--- config.mk ---
export PLATFORM = sky130hd
export DESIGN_NAME = pi_controller_antiwindup_pwm
export DESIGN_NICKNAME = d
export VERILOG_FILES = /design/src/rtl/core/piaw_pkg.sv /design/src/rtl/core/pi_controller_antiwindup_pwm.sv /design/src/rtl/core/piaw_cfg.sv /design/src/rtl/core/piaw_front.sv /design/src/rtl/core/piaw_back.sv
export VERILOG_INCLUDE_DIRS = /design/src /design/src/rtl/core
export SDC_FILE = /design/constraint.sdc
export NUM_CORES = 1
export LEC_CHECK = 0
export BUFFER_PORTS_ARGS = -buffer_cell sky130_fd_sc_hd__buf_4
export CORE_AREA = 3 3 217 326
export CTS_CLUSTER_DIAMETER = 150
export CTS_CLUSTER_SIZE = 10
export DETAILED_ROUTE_END_ITERATION = 6
export DIE_AREA = 0 0 220 329
export PLACE_DENSITY = 0.53
export REMOVE_ABC_BUFFERS = 1
export SLEW_MARGIN = 20
export SYNTH_ARGS = -nofsm -noshare
export SYNTH_HDL_FRONTEND = slang
export SYNTH_SLANG_ARGS = --single-unit
export TNS_END_PERCENT = 5
--- constraint.sdc ---
create_clock -name clk_i -period 8.3 [get_ports clk_i]
set_clock_uncertainty 0.1 [all_clocks]
set_input_delay 1.245 -clock clk_i [delete_from_list [all_inputs] [get_ports clk_i]]
set_output_delay 1.245 -clock clk_i [all_outputs]
set_load 0.02 [all_outputs]
--- src/rtl/core/pi_controller_antiwindup_pwm_macros.svh ---
// Assertion macros for the PI controller block.
// Clocked on clk_i, disabled while rst_ni is low; compiled out with NO_ASSERTIONS.
`ifndef PI_CONTROLLER_ANTIWINDUP_PWM_MACROS_SVH
`define PI_CONTROLLER_ANTIWINDUP_PWM_MACROS_SVH

`ifndef NO_ASSERTIONS

`define PIAW_ASSERT(lbl, prop, msg) \
  lbl: assert property (@(posedge clk_i) disable iff (!rst_ni) (prop)) else $error(msg);

`define PIAW_NEVER(lbl, cond, msg) \
  lbl: assert property (@(posedge clk_i) disable iff (!rst_ni) !(cond)) else $error(msg);

`else

`define PIAW_ASSERT(lbl, prop, msg)

`define PIAW_NEVER(lbl, cond, msg)

`endif

`endif

--- src/rtl/core/piaw_pkg.sv ---
// Shared types, widths and reset values for the PI controller block.
// No dependencies.
`timescale 1ns / 1ps

package piaw_pkg;

  localparam int CodeW    = 12;
  localparam int PctW     = 7;
  localparam int ErrW     = 8;
  localparam int IntegW   = 12;
  localparam int PropW    = 14;
  localparam int IgainW   = 10;
  localparam int LimW     = 10;
  localparam int LevelW   = 7;
  localparam int DutyW    = 10;
  localparam int CfgIdxW  = 3;
  localparam int CfgDataW = 14;

  typedef enum logic [CfgIdxW-1:0] {
    RegPropGain  = 3'd0,
    RegIntegGain = 3'd1,
    RegWindupLim = 3'd2,
    RegAlarmOn   = 3'd3,
    RegAlarmOff  = 3'd4
  } cfg_reg_e;

  localparam logic [PropW-1:0]  PropGainRst  = 14'd140;
  localparam logic [IgainW-1:0] IntegGainRst = 10'd6;
  localparam logic [LimW-1:0]   WindupLimRst = 10'd100;
  localparam logic [LevelW-1:0] AlarmOnRst   = 7'd20;
  localparam logic [LevelW-1:0] AlarmOffRst  = 7'd10;

  typedef struct packed {
    logic [PropW-1:0]  prop_gain;
    logic [IgainW-1:0] integ_gain;
    logic [LimW-1:0]   windup_limit;
    logic [LevelW-1:0] alarm_on_level;
    logic [LevelW-1:0] alarm_off_level;
  } cfg_t;

  typedef struct packed {
    logic signed [ErrW-1:0]   err;
    logic signed [IntegW-1:0] integ;
    logic                     alarm;
  } front_res_t;

endpackage

--- src/rtl/core/pi_controller_antiwindup_pwm.sv ---
// PI controller with clamped integrator and PWM duty output; top level.
// Pipeline: three front and three back stages, each one registered.
// Throughput: one transfer per cycle while the output is not stalled; the integrator loop closes in a single stage.
// Each stage holds while the next is full and stalled, so input stalls only when all are full.
// Reset: configuration to defaults, integrator zero, alarm off, pipeline empty.
// Depends on piaw_pkg, piaw_cfg, piaw_front, piaw_back and the macros header.
`timescale 1ns / 1ps
`include "pi_controller_antiwindup_pwm_macros.svh"

module pi_controller_antiwindup_pwm (
  input  logic                             clk_i,
  input  logic                             rst_ni,
  input  logic                             cfg_we_i,
  input  logic [piaw_pkg::CfgIdxW-1:0]     cfg_idx_i,
  input  logic [piaw_pkg::CfgDataW-1:0]    cfg_data_i,
  input  logic                             in_valid_i,
  output logic                             in_stall_o,
  input  logic [piaw_pkg::CodeW-1:0]       target_code_i,
  input  logic [piaw_pkg::CodeW-1:0]       measured_code_i,
  output logic                             out_valid_o,
  input  logic                             out_stall_i,
  output logic [piaw_pkg::DutyW-1:0]       duty_o,
  output logic [piaw_pkg::PctW-1:0]        drive_pct_o,
  output logic signed [piaw_pkg::ErrW-1:0] error_pct_o,
  output logic                             alarm_o
);

  piaw_pkg::cfg_t       cfg;
  piaw_pkg::front_res_t front_res;
  logic                 front_rdy, front_vld, back_rdy;

  piaw_cfg u_cfg (
    .clk_i      (clk_i),
    .rst_ni     (rst_ni),
    .cfg_we_i   (cfg_we_i),
    .cfg_idx_i  (cfg_idx_i),
    .cfg_data_i (cfg_data_i),
    .cfg_o      (cfg)
  );

  piaw_front u_front (
    .clk_i           (clk_i),
    .rst_ni          (rst_ni),
    .cfg_i           (cfg),
    .vld_i           (in_valid_i),
    .rdy_o           (front_rdy),
    .target_code_i   (target_code_i),
    .measured_code_i (measured_code_i),
    .vld_o           (front_vld),
    .rdy_i           (back_rdy),
    .res_o           (front_res)
  );

  piaw_back u_back (
    .clk_i       (clk_i),
    .rst_ni      (rst_ni),
    .cfg_i       (cfg),
    .vld_i       (front_vld),
    .rdy_o       (back_rdy),
    .res_i       (front_res),
    .out_valid_o (out_valid_o),
    .out_stall_i (out_stall_i),
    .duty_o      (duty_o),
    .drive_pct_o (drive_pct_o),
    .error_pct_o (error_pct_o),
    .alarm_o     (alarm_o)
  );

  assign in_stall_o = !front_rdy;

  `PIAW_ASSERT(a_stall_only_when_full, in_stall_o |-> (out_valid_o && out_stall_i), "input stalled while output free")
  `PIAW_ASSERT(a_integ_in_limit, front_vld |-> ((front_res.integ <= $signed({2'd0, cfg.windup_limit})) && (front_res.integ >= -$signed({2'd0, cfg.windup_limit}))), "integrator outside windup limit")
  `PIAW_NEVER(a_alarm_off_small_err, front_vld && front_res.alarm && (front_res.err <= $signed({1'b0, cfg.alarm_off_level})) && (front_res.err >= -$signed({1'b0, cfg.alarm_off_level})), "alarm on below off level")
  `PIAW_ASSERT(a_duty_full_scale, out_valid_o |-> ((drive_pct_o <= 7'd100) && ((drive_pct_o == 7'd100) == (duty_o == 10'd1023))), "duty and drive disagree")

endmodule

--- src/rtl/core/piaw_cfg.sv ---
// Configuration register file of the PI controller block.
// Depends on piaw_pkg.
`timescale 1ns / 1ps

module piaw_cfg (
  input  logic                           clk_i,
  input  logic                           rst_ni,
  input  logic                           cfg_we_i,
  input  logic [piaw_pkg::CfgIdxW-1:0]   cfg_idx_i,
  input  logic [piaw_pkg::CfgDataW-1:0]  cfg_data_i,
  output piaw_pkg::cfg_t                 cfg_o
);

  piaw_pkg::cfg_t cfg_q;

  always_ff @(posedge clk_i or negedge rst_ni) begin
    if (!rst_ni) begin
      cfg_q.prop_gain       <= piaw_pkg::PropGainRst;
      cfg_q.integ_gain      <= piaw_pkg::IntegGainRst;
      cfg_q.windup_limit    <= piaw_pkg::WindupLimRst;
      cfg_q.alarm_on_level  <= piaw_pkg::AlarmOnRst;
      cfg_q.alarm_off_level <= piaw_pkg::AlarmOffRst;
    end else if (cfg_we_i) begin
      unique case (piaw_pkg::cfg_reg_e'(cfg_idx_i))
        piaw_pkg::RegPropGain:  cfg_q.prop_gain       <= cfg_data_i[piaw_pkg::PropW-1:0];
        piaw_pkg::RegIntegGain: cfg_q.integ_gain      <= cfg_data_i[piaw_pkg::IgainW-1:0];
        piaw_pkg::RegWindupLim: cfg_q.windup_limit    <= cfg_data_i[piaw_pkg::LimW-1:0];
        piaw_pkg::RegAlarmOn:   cfg_q.alarm_on_level  <= cfg_data_i[piaw_pkg::LevelW-1:0];
        piaw_pkg::RegAlarmOff:  cfg_q.alarm_off_level <= cfg_data_i[piaw_pkg::LevelW-1:0];
        default: begin
        end
      endcase
    end
  end

  assign cfg_o = cfg_q;

endmodule

--- src/rtl/core/piaw_front.sv ---
// Front pipeline: input register, code-to-percent scaling, error, clamped
// integrator and alarm hysteresis. Depends on piaw_pkg.
`timescale 1ns / 1ps

module piaw_front (
  input  logic                          clk_i,
  input  logic                          rst_ni,
  input  piaw_pkg::cfg_t                cfg_i,
  input  logic                          vld_i,
  output logic                          rdy_o,
  input  logic [piaw_pkg::CodeW-1:0]    target_code_i,
  input  logic [piaw_pkg::CodeW-1:0]    measured_code_i,
  output logic                          vld_o,
  input  logic                          rdy_i,
  output piaw_pkg::front_res_t          res_o
);

  // floor(code*100/4095): x/4096 is low by at most one, fix with the remainder
  function automatic logic [piaw_pkg::PctW-1:0] code_to_pct(
    input logic [piaw_pkg::CodeW-1:0] code
  );
    logic [18:0] x;
    logic [6:0]  q0;
    logic [12:0] rem;
    x   = ({7'd0, code} << 6) + ({7'd0, code} << 5) + ({7'd0, code} << 2);
    q0  = x[18:12];
    rem = {1'b0, x[11:0]} + {6'd0, q0};
    code_to_pct = q0 + ((rem >= 13'd4095) ? 7'd1 : 7'd0);
  endfunction

  logic                          v1_q, v2_q, v3_q;
  logic                          rdy1, rdy2, rdy3;
  logic [piaw_pkg::CodeW-1:0]    tgt_q, meas_q;
  logic [piaw_pkg::PctW-1:0]     tgt_pct_q, meas_pct_q;
  logic signed [piaw_pkg::ErrW-1:0]   err_d, err_q;
  logic signed [piaw_pkg::IntegW-1:0] integ_d, integ_q;
  logic                          alarm_d, alarm_q;
  logic signed [12:0]            integ_sum, lim_s, integ_clamp;
  logic signed [piaw_pkg::ErrW-1:0]   err_abs;
  logic [piaw_pkg::LevelW-1:0]   err_mag;

  assign rdy3  = !v3_q || rdy_i;
  assign rdy2  = !v2_q || rdy3;
  assign rdy1  = !v1_q || rdy2;
  assign rdy_o = rdy1;

  assign err_d = $signed({1'b0, tgt_pct_q}) - $signed({1'b0, meas_pct_q});

  assign integ_sum = 13'(integ_q) + 13'(err_d);
  assign lim_s     = $signed({3'd0, cfg_i.windup_limit});

  always_comb begin
    priority if (integ_sum > lim_s) begin
      integ_clamp = lim_s;
    end else if (integ_sum < -lim_s) begin
      integ_clamp = -lim_s;
    end else begin
      integ_clamp = integ_sum;
    end
  end

  assign integ_d = integ_clamp[piaw_pkg::IntegW-1:0];

  assign err_abs = err_d[piaw_pkg::ErrW-1] ? -err_d : err_d;
  assign err_mag = err_abs[piaw_pkg::LevelW-1:0];

  always_comb begin
    priority if (err_mag <= cfg_i.alarm_off_level) begin
      alarm_d = 1'b0;
    end else if (err_mag >= cfg_i.alarm_on_level) begin
      alarm_d = 1'b1;
    end else begin
      alarm_d = alarm_q;
    end
  end

  always_ff @(posedge clk_i or negedge rst_ni) begin
    if (!rst_ni) begin
      v1_q    <= 1'b0;
      v2_q    <= 1'b0;
      v3_q    <= 1'b0;
      integ_q <= '0;
      alarm_q <= 1'b0;
    end else begin
      if (rdy1) begin
        v1_q <= vld_i;
      end
      if (rdy2) begin
        v2_q <= v1_q;
      end
      if (rdy3) begin
        v3_q <= v2_q;
      end
      if (v2_q && rdy3) begin
        integ_q <= integ_d;
        alarm_q <= alarm_d;
      end
    end
  end

  always_ff @(posedge clk_i) begin
    if (vld_i && rdy1) begin
      tgt_q  <= target_code_i;
      meas_q <= measured_code_i;
    end
    if (v1_q && rdy2) begin
      tgt_pct_q  <= code_to_pct(tgt_q);
      meas_pct_q <= code_to_pct(meas_q);
    end
    if (v2_q && rdy3) begin
      err_q <= err_d;
    end
  end

  assign vld_o       = v3_q;
  assign res_o.err   = err_q;
  assign res_o.integ = integ_q;
  assign res_o.alarm = alarm_q;

endmodule

--- src/rtl/core/piaw_back.sv ---
// Back pipeline: gain products, drive sum and clamp, duty mapping, result
// register. Depends on piaw_pkg.
`timescale 1ns / 1ps

module piaw_back (
  input  logic                          clk_i,
  input  logic                          rst_ni,
  input  piaw_pkg::cfg_t                cfg_i,
  input  logic                          vld_i,
  output logic                          rdy_o,
  input  piaw_pkg::front_res_t          res_i,
  output logic                          out_valid_o,
  input  logic                          out_stall_i,
  output logic [piaw_pkg::DutyW-1:0]    duty_o,
  output logic [piaw_pkg::PctW-1:0]     drive_pct_o,
  output logic signed [piaw_pkg::ErrW-1:0] error_pct_o,
  output logic                          alarm_o
);

  logic                          v4_q, v5_q, v6_q;
  logic                          rdy4, rdy5, rdy6;
  logic signed [22:0]            prop_term_d, prop_term_q;
  logic signed [22:0]            integ_term_d, integ_term_q;
  logic signed [piaw_pkg::ErrW-1:0] err4_q, err5_q, err6_q;
  logic                          alarm4_q, alarm5_q, alarm6_q;
  logic signed [23:0]            drive_sum;
  logic [17:0]                   tenth_prod;
  logic [piaw_pkg::PctW-1:0]     drive_d, drive5_q, drive6_q;
  logic [16:0]                   duty_frac;
  logic [10:0]                   duty_full;
  logic [piaw_pkg::DutyW-1:0]    duty_d, duty_q;

  assign rdy6  = !v6_q || !out_stall_i;
  assign rdy5  = !v5_q || rdy6;
  assign rdy4  = !v4_q || rdy5;
  assign rdy_o = rdy4;

  assign prop_term_d  = 23'(res_i.err) * 23'($signed({1'b0, cfg_i.prop_gain}));
  assign integ_term_d = 23'(res_i.integ) * 23'($signed({1'b0, cfg_i.integ_gain}));

  // sum is in tenths; x*205>>11 equals x/10 for x below 1029
  assign drive_sum  = 24'(prop_term_q) + 24'(integ_term_q);
  assign tenth_prod = {8'd0, drive_sum[9:0]} * 18'd205;

  always_comb begin
    priority if (drive_sum < 24'sd0) begin
      drive_d = '0;
    end else if (drive_sum >= 24'sd1010) begin
      drive_d = 7'd100;
    end else begin
      drive_d = tenth_prod[17:11];
    end
  end

  // drive*1023/100 = drive*10 + drive*23/100, with drive*23*41>>12 exact up to 100
  assign duty_frac = {10'd0, drive5_q} * 17'd943;
  assign duty_full = ({4'd0, drive5_q} << 3) + ({4'd0, drive5_q} << 1)
                   + {6'd0, duty_frac[16:12]};
  assign duty_d    = duty_full[piaw_pkg::DutyW-1:0];

  always_ff @(posedge clk_i or negedge rst_ni) begin
    if (!rst_ni) begin
      v4_q <= 1'b0;
      v5_q <= 1'b0;
      v6_q <= 1'b0;
    end else begin
      if (rdy4) begin
        v4_q <= vld_i;
      end
      if (rdy5) begin
        v5_q <= v4_q;
      end
      if (rdy6) begin
        v6_q <= v5_q;
      end
    end
  end

  always_ff @(posedge clk_i) begin
    if (vld_i && rdy4) begin
      prop_term_q  <= prop_term_d;
      integ_term_q <= integ_term_d;
      err4_q       <= res_i.err;
      alarm4_q     <= res_i.alarm;
    end
    if (v4_q && rdy5) begin
      drive5_q <= drive_d;
      err5_q   <= err4_q;
      alarm5_q <= alarm4_q;
    end
    if (v5_q && rdy6) begin
      duty_q   <= duty_d;
      drive6_q <= drive5_q;
      err6_q   <= err5_q;
      alarm6_q <= alarm5_q;
    end
  end

  assign out_valid_o = v6_q;
  assign duty_o      = duty_q;
  assign drive_pct_o = drive6_q;
  assign error_pct_o = err6_q;
  assign alarm_o     = alarm6_q;

endmodule

==> flow_results.xml, run 1 <==
<?xml version="1.0" encoding="UTF-8"?>
<metrics>
  <group name="die">
    <metric name="start_util" unit="%">35.0</metric>
    <metric name="design.portCount" unit="">74</metric>
    <metric name="die_w" unit="um">220</metric>
    <metric name="floorplan.core_area" unit="mm2">0.0679</metric>
    <metric name="site_row_count" unit="">117</metric>
    <metric name="floorplan.die_area" unit="mm2">0.0724</metric>
    <metric name="die_h" unit="um">329</metric>
  </group>
  <group name="clocking">
    <metric name="cts_tree" unit="">done</metric>
    <metric name="path_clk_slew" unit="ps">70</metric>
    <metric name="cts-resized-gates" unit="">0</metric>
    <metric name="cts_buffer_depth" unit="">3</metric>
    <metric name="clock_tree.root_cell" unit="">sky130_fd_sc_hd__clkbuf_16</metric>
    <metric name="cts.sink_count" unit="">210</metric>
    <metric name="clock_insertion_delay_worst_skew" unit="ps">570</metric>
    <metric name="ctsHtreeMaxLevel" unit="">1</metric>
    <metric name="numCtsBuffers" unit="">24</metric>
    <metric name="cts-hold-fix-buffers" unit="">0</metric>
    <metric name="cts_setup_buffers" unit="">0</metric>
  </group>
  <group name="hold_path">
    <metric name="hold-path-cell-count" unit="">0</metric>
    <metric name="worst_hold_path_type" unit="">reg -&gt; reg</metric>
  </group>
  <group name="drt">
    <metric name="post_drt_wl_per_cell" unit="um">16.8</metric>
    <metric name="routed_wire_length" unit="um">55700</metric>
    <metric name="drt-pass1-iter-count" unit="">4</metric>
    <metric name="ant_nets" unit="">0</metric>
    <metric name="drt_iter0_markers" unit="">647</metric>
    <metric name="drcViolationCount" unit="">0</metric>
    <metric name="via_per_inst" unit="">4.96</metric>
    <metric name="detailroute.via_count" unit="">16500</metric>
  </group>
  <group name="global_routing">
    <metric name="met3_usage" unit="%">1.60</metric>
    <metric name="number_of_global_route_vias_before_repair" unit="">18200</metric>
    <metric name="grtUsageMet2" unit="%">32.2</metric>
    <metric name="grt.total_usage" unit="%">15.8</metric>
    <metric name="met1_usage" unit="%">16.6</metric>
    <metric name="initial_antenna_violation_count" unit="">2</metric>
    <metric name="globalRoute.busiestLayer" unit="">met2</metric>
    <metric name="globalRoute.totalOverflow" unit="">0</metric>
    <metric name="largest_net_degree_at_the_start_of_global_routing" unit="">68</metric>
    <metric name="grt_pass1_wl" unit="um">92000</metric>
  </group>
  <group name="yosys">
    <metric name="yosys_warnings" unit="">0</metric>
    <metric name="ys_ff_latch" unit="">210</metric>
    <metric name="synth-edff-count" unit="">143</metric>
    <metric name="mapped_cells" unit="">2351</metric>
    <metric name="synth_area_per_cell" unit="um2">10.1</metric>
    <metric name="distinct_cell_type_count_after_synthesis" unit="">80</metric>
    <metric name="synthesis.area" unit="mm2">0.0238</metric>
    <metric name="synth-async-reset-ratio" unit="%">31.9</metric>
    <metric name="synth_ff_type" unit="">sky130_fd_sc_hd__edfxtp_1</metric>
    <metric name="synth_seq_area_share" unit="%">25.2</metric>
  </group>
  <group name="timing">
    <metric name="hold_violations" unit="">0</metric>
    <metric name="post_route_clock_period_utilization" unit="%">81.2</metric>
    <metric name="finalSetupTns" unit="ps">0</metric>
    <metric name="timing_max_transition_violations_final" unit="">0</metric>
    <metric name="worst-slew-pin-transition" unit="ps">1010</metric>
    <metric name="layout_min_cycle_time" unit="ps">6740</metric>
    <metric name="finalSetupViolCount" unit="">0</metric>
    <metric name="slew_headroom" unit="%">32.2</metric>
    <metric name="max_freq" unit="GHz">0.148</metric>
    <metric name="grt_setup_unrepaired" unit="">no</metric>
    <metric name="whs" unit="ps">306</metric>
  </group>
  <group name="critical_path">
    <metric name="crit_path_max_fanout" unit="">7</metric>
    <metric name="timing.reg2reg.worst_path_depth" unit="">26</metric>
    <metric name="start_kind" unit="">register</metric>
    <metric name="criticalPathCategory" unit="">reg -&gt; reg</metric>
    <metric name="critPathRequiredTime" unit="ps">8510</metric>
    <metric name="critical_path.endpoint_type" unit="">register</metric>
    <metric name="critical_path_arrival" unit="ps">6950</metric>
  </group>
  <group name="cells_and_area">
    <metric name="share_of_post_route_cells_with_drive_strength_above_1" unit="%">7.33</metric>
    <metric name="final.fill_count" unit="">6807</metric>
    <metric name="layout-area-overhead-vs-synth" unit="%">9.42</metric>
    <metric name="design.final.nets" unit="">3042</metric>
  </group>
  <group name="status">
    <metric name="outcome" unit="">finished clean</metric>
  </group>
  <group name="place">
    <metric name="place_hpwl" unit="um">46100</metric>
    <metric name="port_buffers" unit="">73</metric>
    <metric name="gp_congestion" unit="">0.829</metric>
  </group>
  <group name="flow_run">
    <metric name="cap_violations" unit="">0</metric>
  </group>
</metrics>
-- sequential cells by signal (all words and copies together), names as in the netlist, 7 cells and up --
name                 count
u_cfg.cfg_o             48
u_back.integ_term_q     23
u_back.prop_term_q      23
u_front.integ_q         12
u_front.meas_q          12
u_front.tgt_q           12
u_back.duty_o           10
u_back.err4_q            8
u_back.err5_q            8
u_back.error_pct_o       8
u_front.err_q            8
u_back.drive5_q          7
u_back.drive_pct_o       7
u_front.meas_pct_q       7
u_front.tgt_pct_q        7
-- cell families after synthesis --
logic type / synth area share [%]
AOI/OAI and AO/OA: 9.37
xor gates and xnor gates: 4.44
adders and majority gates: 38.7
buffers and inverters: 6.93
DFF: 25.2
muxes: 2.47
and+or+nand+nor: 12.9
-- synth_stat cells (5+ instances only) --
cell,count,area share (%)
sky130_fd_sc_hd__o31ai_1,5,0.16
sky130_fd_sc_hd__o2111ai_1,6,0.22
sky130_fd_sc_hd__xor2_1,31,1.1
sky130_fd_sc_hd__dfrtp_1,55,5.8
sky130_fd_sc_hd__a31oi_1,13,0.34
sky130_fd_sc_hd__mux2_2,37,1.8
sky130_fd_sc_hd__and4_1,5,0.18
sky130_fd_sc_hd__and2_1,144,3.8
sky130_fd_sc_hd__o211ai_1,15,0.47
sky130_fd_sc_hd__clkbuf_1,41,0.65
sky130_fd_sc_hd__ha_1,336,18
sky130_fd_sc_hd__and3_1,18,0.47
sky130_fd_sc_hd__a211o_1,6,0.22
sky130_fd_sc_hd__a211oi_1,12,0.38
sky130_fd_sc_hd__nand4_1,12,0.32
sky130_fd_sc_hd__o21bai_1,15,0.47
sky130_fd_sc_hd__dfstp_2,12,1.3
sky130_fd_sc_hd__nand3_1,33,0.69
sky130_fd_sc_hd__nand2b_1,26,0.68
sky130_fd_sc_hd__o21ai_1,11,0.23
sky130_fd_sc_hd__nand2_1,165,2.6
sky130_fd_sc_hd__a21oi_1,81,1.7
sky130_fd_sc_hd__o21ai_0,65,1.4
sky130_fd_sc_hd__or2_2,5,0.13
sky130_fd_sc_hd__mux2i_1,17,0.72
sky130_fd_sc_hd__nor2b_1,19,0.50
sky130_fd_sc_hd__inv_1,392,6.2
sky130_fd_sc_hd__fa_1,249,21
sky130_fd_sc_hd__xnor2_1,87,3.2
sky130_fd_sc_hd__nor4_1,7,0.18
sky130_fd_sc_hd__nor3_1,36,0.76
sky130_fd_sc_hd__a21o_1,37,1.2
sky130_fd_sc_hd__edfxtp_1,143,18
sky130_fd_sc_hd__nor2_1,106,1.7
sky130_fd_sc_hd__o21a_1,20,0.63
sky130_fd_sc_hd__or3_1,6,0.16
-- metal layers --
metal	vias up	share of wire (%)
met3	101	2.7
met5	-	0.020
met4	2	3.3
li1	7970	-
met1	8156	37
met2	234	57
-- placed cells by master (no fill, tap or decap), types with 7 or more instances in the layout --
master,netlist,final
sky130_fd_sc_hd__inv_1,392,392
sky130_fd_sc_hd__ha_1,336,336
sky130_fd_sc_hd__fa_1,249,249
sky130_fd_sc_hd__nand2_1,165,165
sky130_fd_sc_hd__edfxtp_1,143,143
sky130_fd_sc_hd__and2_1,144,142
sky130_fd_sc_hd__nor2_1,106,106
sky130_fd_sc_hd__xnor2_1,87,87
sky130_fd_sc_hd__a21oi_1,81,81
sky130_fd_sc_hd__buf_4,0,80
sky130_fd_sc_hd__o21ai_0,65,65
sky130_fd_sc_hd__dfrtp_1,55,55
sky130_fd_sc_hd__a21o_1,37,37
sky130_fd_sc_hd__mux2_2,37,37
sky130_fd_sc_hd__nor3_1,36,36
sky130_fd_sc_hd__nand3_1,33,33
sky130_fd_sc_hd__xor2_1,31,31
sky130_fd_sc_hd__nand2b_1,26,26
sky130_fd_sc_hd__clkbuf_16,0,24
sky130_fd_sc_hd__o21a_1,20,20
sky130_fd_sc_hd__nor2b_1,19,19
sky130_fd_sc_hd__clkbuf_1,41,19
sky130_fd_sc_hd__and3_1,18,18
sky130_fd_sc_hd__mux2i_1,17,17
sky130_fd_sc_hd__o21bai_1,15,15
sky130_fd_sc_hd__o211ai_1,15,15
sky130_fd_sc_hd__a31oi_1,13,13
sky130_fd_sc_hd__a211oi_1,12,12
sky130_fd_sc_hd__nand4_1,12,12
sky130_fd_sc_hd__dfstp_2,12,12
sky130_fd_sc_hd__o21ai_1,11,11
sky130_fd_sc_hd__nor4_1,7,7
-- final cells by class --
class                      count  area [um2]  area share [%]
clock inverter                 1        16.3          0.0625
antenna                        1        2.50         0.00961
timing repair buffer          80         601            2.31
clock buffer                  43         672            2.58
multi-input combinational   1703       16200            62.1
inverter                     392        1470            5.65
sequential                   210        5990            23.0
tap                          892        1120            4.29
-- final timing paths --
check	start	to	slack (ps)
min in group asynchronous	rst_ni	u_front.integ_q[11]$_DFFE_PN0P_	670
worst max register to register	u_back.drive5_q[4]$_SDFFCE_PP0P_	u_back.duty_o[9]$_DFFE_PP_	1560
max in group asynchronous	rst_ni	u_cfg.cfg_o[44]$_DFFE_PN0P_	6750
worst min register to register	u_back.err5_q[7]$_DFFE_PP_	u_back.error_pct_o[7]$_DFFE_PP_	310
worst max-delay path	u_back.drive5_q[4]$_SDFFCE_PP0P_	u_back.duty_o[9]$_DFFE_PP_	1560
worst min-delay path	u_back.err5_q[7]$_DFFE_PP_	u_back.error_pct_o[7]$_DFFE_PP_	310
-- worst max-delay path, cell delays in order, from the launching register on --
cell and delay [ps]:
sky130_fd_sc_hd__edfxtp_1 550, sky130_fd_sc_hd__fa_1 610, sky130_fd_sc_hd__inv_1 80, sky130_fd_sc_hd__fa_1 490
sky130_fd_sc_hd__inv_1 50, sky130_fd_sc_hd__fa_1 490, sky130_fd_sc_hd__inv_1 50, sky130_fd_sc_hd__fa_1 500
sky130_fd_sc_hd__inv_1 40, sky130_fd_sc_hd__ha_1 290, sky130_fd_sc_hd__and3_1 160, sky130_fd_sc_hd__a21oi_1 110
sky130_fd_sc_hd__o21ai_0 130, sky130_fd_sc_hd__o221a_2 260, sky130_fd_sc_hd__nor2_1 120, sky130_fd_sc_hd__o21ai_0 230
sky130_fd_sc_hd__a21oi_1 240, sky130_fd_sc_hd__xnor2_1 160, sky130_fd_sc_hd__fa_1 470, sky130_fd_sc_hd__ha_1 300
sky130_fd_sc_hd__a21o_1 170, sky130_fd_sc_hd__a21oi_1 220, sky130_fd_sc_hd__o21bai_1 90, sky130_fd_sc_hd__a21oi_1 230
sky130_fd_sc_hd__o21bai_1 90, sky130_fd_sc_hd__a21oi_1 170, sky130_fd_sc_hd__xnor2_1 90
-- through the flow --
| stage | cell area (um2) | setup slack (ps) | cells | utilization [%] |
|---|---|---|---|---|
| finish | 26000 | 1560 | 3322 | 38.3 |
| global route | 26000 | 1060 | 3321 | 38.3 |
| CTS | 26000 | 1510 | 3321 | 38.3 |
| detailed placement | 25300 | 1530 | 3277 | 37.3 |
| global placement | 25300 | 1590 | 3277 | 37.3 |
| floorplan | 23600 | 2050 | 2305 | - |
Power of run 1 is not shown: default switching activity piles up to over one toggle a cycle in this logic, so the estimate is an artifact.
==> run 2: changes to the inputs <==
--- a/config.mk
+++ b/config.mk
@@ -6,13 +6,14 @@
 export SDC_FILE = /design/constraint.sdc
 export NUM_CORES = 1
 export LEC_CHECK = 0
+export ABC_AREA = 1
 export BUFFER_PORTS_ARGS = -buffer_cell sky130_fd_sc_hd__buf_4
-export CORE_AREA = 3 3 217 326
+export CORE_AREA = 3 3 223 334
 export CTS_CLUSTER_DIAMETER = 150
 export CTS_CLUSTER_SIZE = 10
 export DETAILED_ROUTE_END_ITERATION = 6
-export DIE_AREA = 0 0 220 329
-export PLACE_DENSITY = 0.53
+export DIE_AREA = 0 0 226 337
+export PLACE_DENSITY = 0.54
 export REMOVE_ABC_BUFFERS = 1
 export SLEW_MARGIN = 20
 export SYNTH_ARGS = -nofsm -noshare
==> constraint.sdc (replaced) <==
create_clock -name clk_i -period 6.1 [get_ports clk_i]
set_clock_uncertainty 0.1 [all_clocks]
set_input_delay 0.915 -clock clk_i [delete_from_list [all_inputs] [get_ports clk_i]]
set_output_delay 0.915 -clock clk_i [all_outputs]
set_load 0.02 [all_outputs]
==> run 2 against run 1 <==
Via count up 13%. Largest cell class unchanged. Routed wire length rose by 8.2%. Cell count rose by 20%. Core utilization barely moved. Flip-flop and latch count stayed put. Cell area is 5.4% higher. Setup slack got worse by 1300 ps. Critical endpoint unchanged. Register-to-register slack lost 1300 ps. Maximum frequency is 16% higher.
==> flow_results.xml, run 2 <==
<?xml version="1.0" encoding="UTF-8"?>
<metrics>
  <group name="drt">
    <metric name="post_drt_wl_per_cell" unit="um">15.2</metric>
    <metric name="drt-pass1-iter-count" unit="">5</metric>
    <metric name="detailroute.via_count" unit="">18600</metric>
    <metric name="drt_iter0_markers" unit="">663</metric>
    <metric name="ant_nets" unit="">0</metric>
    <metric name="routed_wire_length" unit="um">60300</metric>
    <metric name="via_per_inst" unit="">4.68</metric>
    <metric name="drcViolationCount" unit="">0</metric>
  </group>
  <group name="hold_path">
    <metric name="worst_hold_path_type" unit="">reg -&gt; reg</metric>
  </group>
  <group name="status">
    <metric name="outcome" unit="">finished clean</metric>
  </group>
  <group name="cells_and_area">
    <metric name="most_common_cell_after_layout_fill_and_taps_aside" unit="">sky130_fd_sc_hd__nand2_1</metric>
    <metric name="layout.cell_area.non_filler" unit="mm2">0.0275</metric>
    <metric name="layout.area.seq" unit="mm2">0.00599</metric>
    <metric name="final.fill_count" unit="">7353</metric>
    <metric name="multi_input_comb_area" unit="mm2">0.0163</metric>
    <metric name="post_layout_instance_count_excluding_filler_cells" unit="">3977</metric>
    <metric name="share_of_post_route_cells_with_drive_strength_above_1" unit="%">7.22</metric>
    <metric name="layout-area-overhead-vs-synth" unit="%">9.74</metric>
    <metric name="final_util" unit="%">38.3</metric>
    <metric name="design.final.nets" unit="">3673</metric>
    <metric name="largest_register_ff_count" unit="">48</metric>
    <metric name="most-common-layout-cells" unit="">710 x sky130_fd_sc_hd__nand2_1, 681 x sky130_fd_sc_hd__inv_1, 334 x sky130_fd_sc_hd__ha_1, 249 x sky130_fd_sc_hd__fa_1, 144 x sky130_fd_sc_hd__a21oi_1</metric>
  </group>
  <group name="place">
    <metric name="dpl-instance-area" unit="mm2">0.0267</metric>
    <metric name="gp_congestion" unit="">0.898</metric>
    <metric name="port_buffers" unit="">73</metric>
    <metric name="placed_cells_incl_taps" unit="">3930</metric>
    <metric name="place_hpwl" unit="um">51000</metric>
  </group>
  <group name="yosys">
    <metric name="synth.area.top_cells" unit="">sky130_fd_sc_hd__fa_1 20%, sky130_fd_sc_hd__edfxtp_1 17%, sky130_fd_sc_hd__ha_1 17%, sky130_fd_sc_hd__nand2_1 11%, sky130_fd_sc_hd__inv_1 10%</metric>
    <metric name="synth.mux.area_fraction" unit="%">0.180</metric>
    <metric name="synth-xor-area-share" unit="%">4.40</metric>
    <metric name="synth_fa_ha_area_share" unit="%">36.7</metric>
    <metric name="mapped_cells" unit="">2977</metric>
    <metric name="dominant_combinational_cell_family_by_area_after_synthesis" unit="">adder cells</metric>
    <metric name="synth-edff-count" unit="">143</metric>
    <metric name="distinct_cell_type_count_after_synthesis" unit="">60</metric>
    <metric name="synth-async-reset-ratio" unit="%">31.9</metric>
    <metric name="ys_ff_latch" unit="">210</metric>
    <metric name="synth_largest_type_area_fraction" unit="%">19.9</metric>
    <metric name="fraction_of_the_mapped_netlist_area_in_compound_gates" unit="%">6.69</metric>
    <metric name="synth_seq_area_share" unit="%">23.9</metric>
    <metric name="synth_ff_type" unit="">sky130_fd_sc_hd__edfxtp_1</metric>
    <metric name="synthesis.area" unit="mm2">0.0250</metric>
    <metric name="synth_common_cells" unit="">711 x sky130_fd_sc_hd__nand2_1, 682 x sky130_fd_sc_hd__inv_1, 336 x sky130_fd_sc_hd__ha_1</metric>
    <metric name="yosysTopAreaCell" unit="">sky130_fd_sc_hd__fa_1</metric>
    <metric name="synth.most_common_cell" unit="">sky130_fd_sc_hd__nand2_1</metric>
    <metric name="synth_area_per_cell" unit="um2">8.40</metric>
    <metric name="yosys_warnings" unit="">0</metric>
    <metric name="synth-simple-area-share" unit="%">16.9</metric>
  </group>
  <group name="die">
    <metric name="die_h" unit="um">337</metric>
    <metric name="start_util" unit="%">34.9</metric>
    <metric name="design.portCount" unit="">74</metric>
    <metric name="die_w" unit="um">226</metric>
    <metric name="floorplan.core_area" unit="mm2">0.0716</metric>
    <metric name="floorplan.die_area" unit="mm2">0.0762</metric>
    <metric name="site_row_count" unit="">120</metric>
  </group>
  <group name="timing">
    <metric name="worst-slew-pin-transition" unit="ps">983</metric>
    <metric name="timing_max_transition_violations_final" unit="">0</metric>
    <metric name="layout_min_cycle_time" unit="ps">5810</metric>
    <metric name="whs" unit="ps">311</metric>
    <metric name="max_freq" unit="GHz">0.172</metric>
    <metric name="hold_violations" unit="">0</metric>
    <metric name="post_route_clock_period_utilization" unit="%">95.3</metric>
    <metric name="finalSetupViolCount" unit="">0</metric>
    <metric name="slew_headroom" unit="%">34.3</metric>
  </group>
  <group name="global_routing">
    <metric name="largest_net_degree_at_the_start_of_global_routing" unit="">68</metric>
    <metric name="initial_antenna_violation_count" unit="">1</metric>
    <metric name="globalRoute.totalOverflow" unit="">0</metric>
    <metric name="number_of_global_route_vias_before_repair" unit="">19800</metric>
    <metric name="grt.total_usage" unit="%">16.4</metric>
    <metric name="grt_pass1_wl" unit="um">99500</metric>
  </group>
  <group name="critical_path">
    <metric name="critical_path_arrival" unit="ps">6000</metric>
    <metric name="start_kind" unit="">register</metric>
    <metric name="reg2reg_setup_slack" unit="ps">290</metric>
    <metric name="critical_path.endpoint_type" unit="">register</metric>
    <metric name="crit_path_max_fanout" unit="">4</metric>
    <metric name="criticalPathCategory" unit="">reg -&gt; reg</metric>
    <metric name="critPathRequiredTime" unit="ps">6290</metric>
  </group>
  <group name="clocking">
    <metric name="cts.sink_count" unit="">210</metric>
    <metric name="cts_tree" unit="">done</metric>
    <metric name="ctsHtreeMaxLevel" unit="">1</metric>
    <metric name="clock_insertion_delay_worst_skew" unit="ps">540</metric>
    <metric name="numCtsBuffers" unit="">24</metric>
    <metric name="cts-hold-fix-buffers" unit="">0</metric>
    <metric name="path_clk_slew" unit="ps">60</metric>
    <metric name="clock_tree.root_cell" unit="">sky130_fd_sc_hd__clkbuf_16</metric>
    <metric name="cts_buffer_depth" unit="">3</metric>
  </group>
  <group name="flow_run">
    <metric name="cap_violations" unit="">0</metric>
  </group>
</metrics>
## run 2: cell types whose count changed after synthesis, moves of 19 or more
cell,before,now
sky130_fd_sc_hd__o21a_1,20,1
sky130_fd_sc_hd__nor3_1,36,14
sky130_fd_sc_hd__inv_1,392,682
sky130_fd_sc_hd__a21oi_1,81,147
sky130_fd_sc_hd__xor2_1,31,87
sky130_fd_sc_hd__and2_1,144,3
sky130_fd_sc_hd__nand3_1,33,88
sky130_fd_sc_hd__nand2_1,165,711
sky130_fd_sc_hd__mux2_2,37,4
sky130_fd_sc_hd__o21ai_0,65,101
sky130_fd_sc_hd__nand2_2,0,20
sky130_fd_sc_hd__a21o_1,37,7
sky130_fd_sc_hd__xnor2_1,87,33
sky130_fd_sc_hd__nand2b_1,26,0
## run 2: layout make-up
class                   count  area share [%]
diodes                      2          0.0182
clock buffers              44            2.54
inverters                 685            9.36
multi-input cells        2022            59.4
flip-flops and latches    210            21.8
well taps                 915            4.17
repair buffers             99            2.71
## run 2: cells by family (layout without fill, tap and decap cells)
kind of cell,count (synthesis),after routing
multiplexers,4,4
buffers and inverters,745,828
XOR/XNOR,123,123
AND/OR/NAND/NOR,1008,1008
AO/OA/AOI/OAI,302,302
flip-flops,210,210
adder cells (fa/ha/maj),585,585
other,0,2
## run 2: through the flow
stage	TNS (ps)	worst slack, ps
finish	0	287
global route	-47.9	-47.9
CTS	0	123
detailed placement	0	141
global placement	0	132
floorplan	0	321
## run 2: routing by layer
layer | wire length, um | track usage, % | up-vias
met5 | 0 | 0 | -
met3 | 1550 | 1.45 | 139
met4 | 2740 | 6.48 | 0
li1 | - | - | 9382
met2 | 33400 | 33.1 | 270
met1 | 22600 | 17.0 | 8814
## run 2: timing repair
action | 4_1_cts | 5_1_grt
endpoints found under the setup margin | 0 | 4
buffers inserted | 0 | 1
resized for setup | 0 | 15
## run 2: final timing paths
check                                                 start                              end  depth (start not counted)
max                        u_back.drive5_q[5]$_SDFFCE_PN0P_       u_back.duty_o[9]$_DFFE_PP_                         27
max in group asynchronous                            rst_ni      u_cfg.cfg_o[18]$_DFFE_PN0P_                          1
max reg2reg                u_back.drive5_q[5]$_SDFFCE_PN0P_       u_back.duty_o[9]$_DFFE_PP_                         27
min in group asynchronous                            rst_ni         u_front.v1_q$_DFFE_PN0N_                          1
min                              u_back.err5_q[2]$_DFFE_PP_  u_back.error_pct_o[2]$_DFFE_PP_                          0
min reg2reg                      u_back.err5_q[2]$_DFFE_PP_  u_back.error_pct_o[2]$_DFFE_PP_                          0
## run 2: critical path, stage by stage, from the launching register on
cell and delay, ps:
sky130_fd_sc_hd__edfxtp_1 410, sky130_fd_sc_hd__fa_1 610, sky130_fd_sc_hd__inv_2 70, sky130_fd_sc_hd__fa_1 470, sky130_fd_sc_hd__inv_1 50, sky130_fd_sc_hd__fa_1 500
sky130_fd_sc_hd__inv_1 60, sky130_fd_sc_hd__fa_1 500, sky130_fd_sc_hd__inv_1 70, sky130_fd_sc_hd__ha_4 240, sky130_fd_sc_hd__a21oi_1 120, sky130_fd_sc_hd__o21ai_0 100
sky130_fd_sc_hd__nand2_1 80, sky130_fd_sc_hd__o2111ai_2 130, sky130_fd_sc_hd__nand3_1 90, sky130_fd_sc_hd__nand2_1 60, sky130_fd_sc_hd__xnor2_1 140, sky130_fd_sc_hd__fa_1 490
sky130_fd_sc_hd__inv_1 60, sky130_fd_sc_hd__ha_4 260, sky130_fd_sc_hd__a21oi_1 170, sky130_fd_sc_hd__nand2_1 120, sky130_fd_sc_hd__a21oi_2 130, sky130_fd_sc_hd__inv_1 60
sky130_fd_sc_hd__a21oi_2 120, sky130_fd_sc_hd__o21ai_0 90, sky130_fd_sc_hd__a21oi_1 170, sky130_fd_sc_hd__xor2_1 80
Power of run 2 is left out for the same reason.
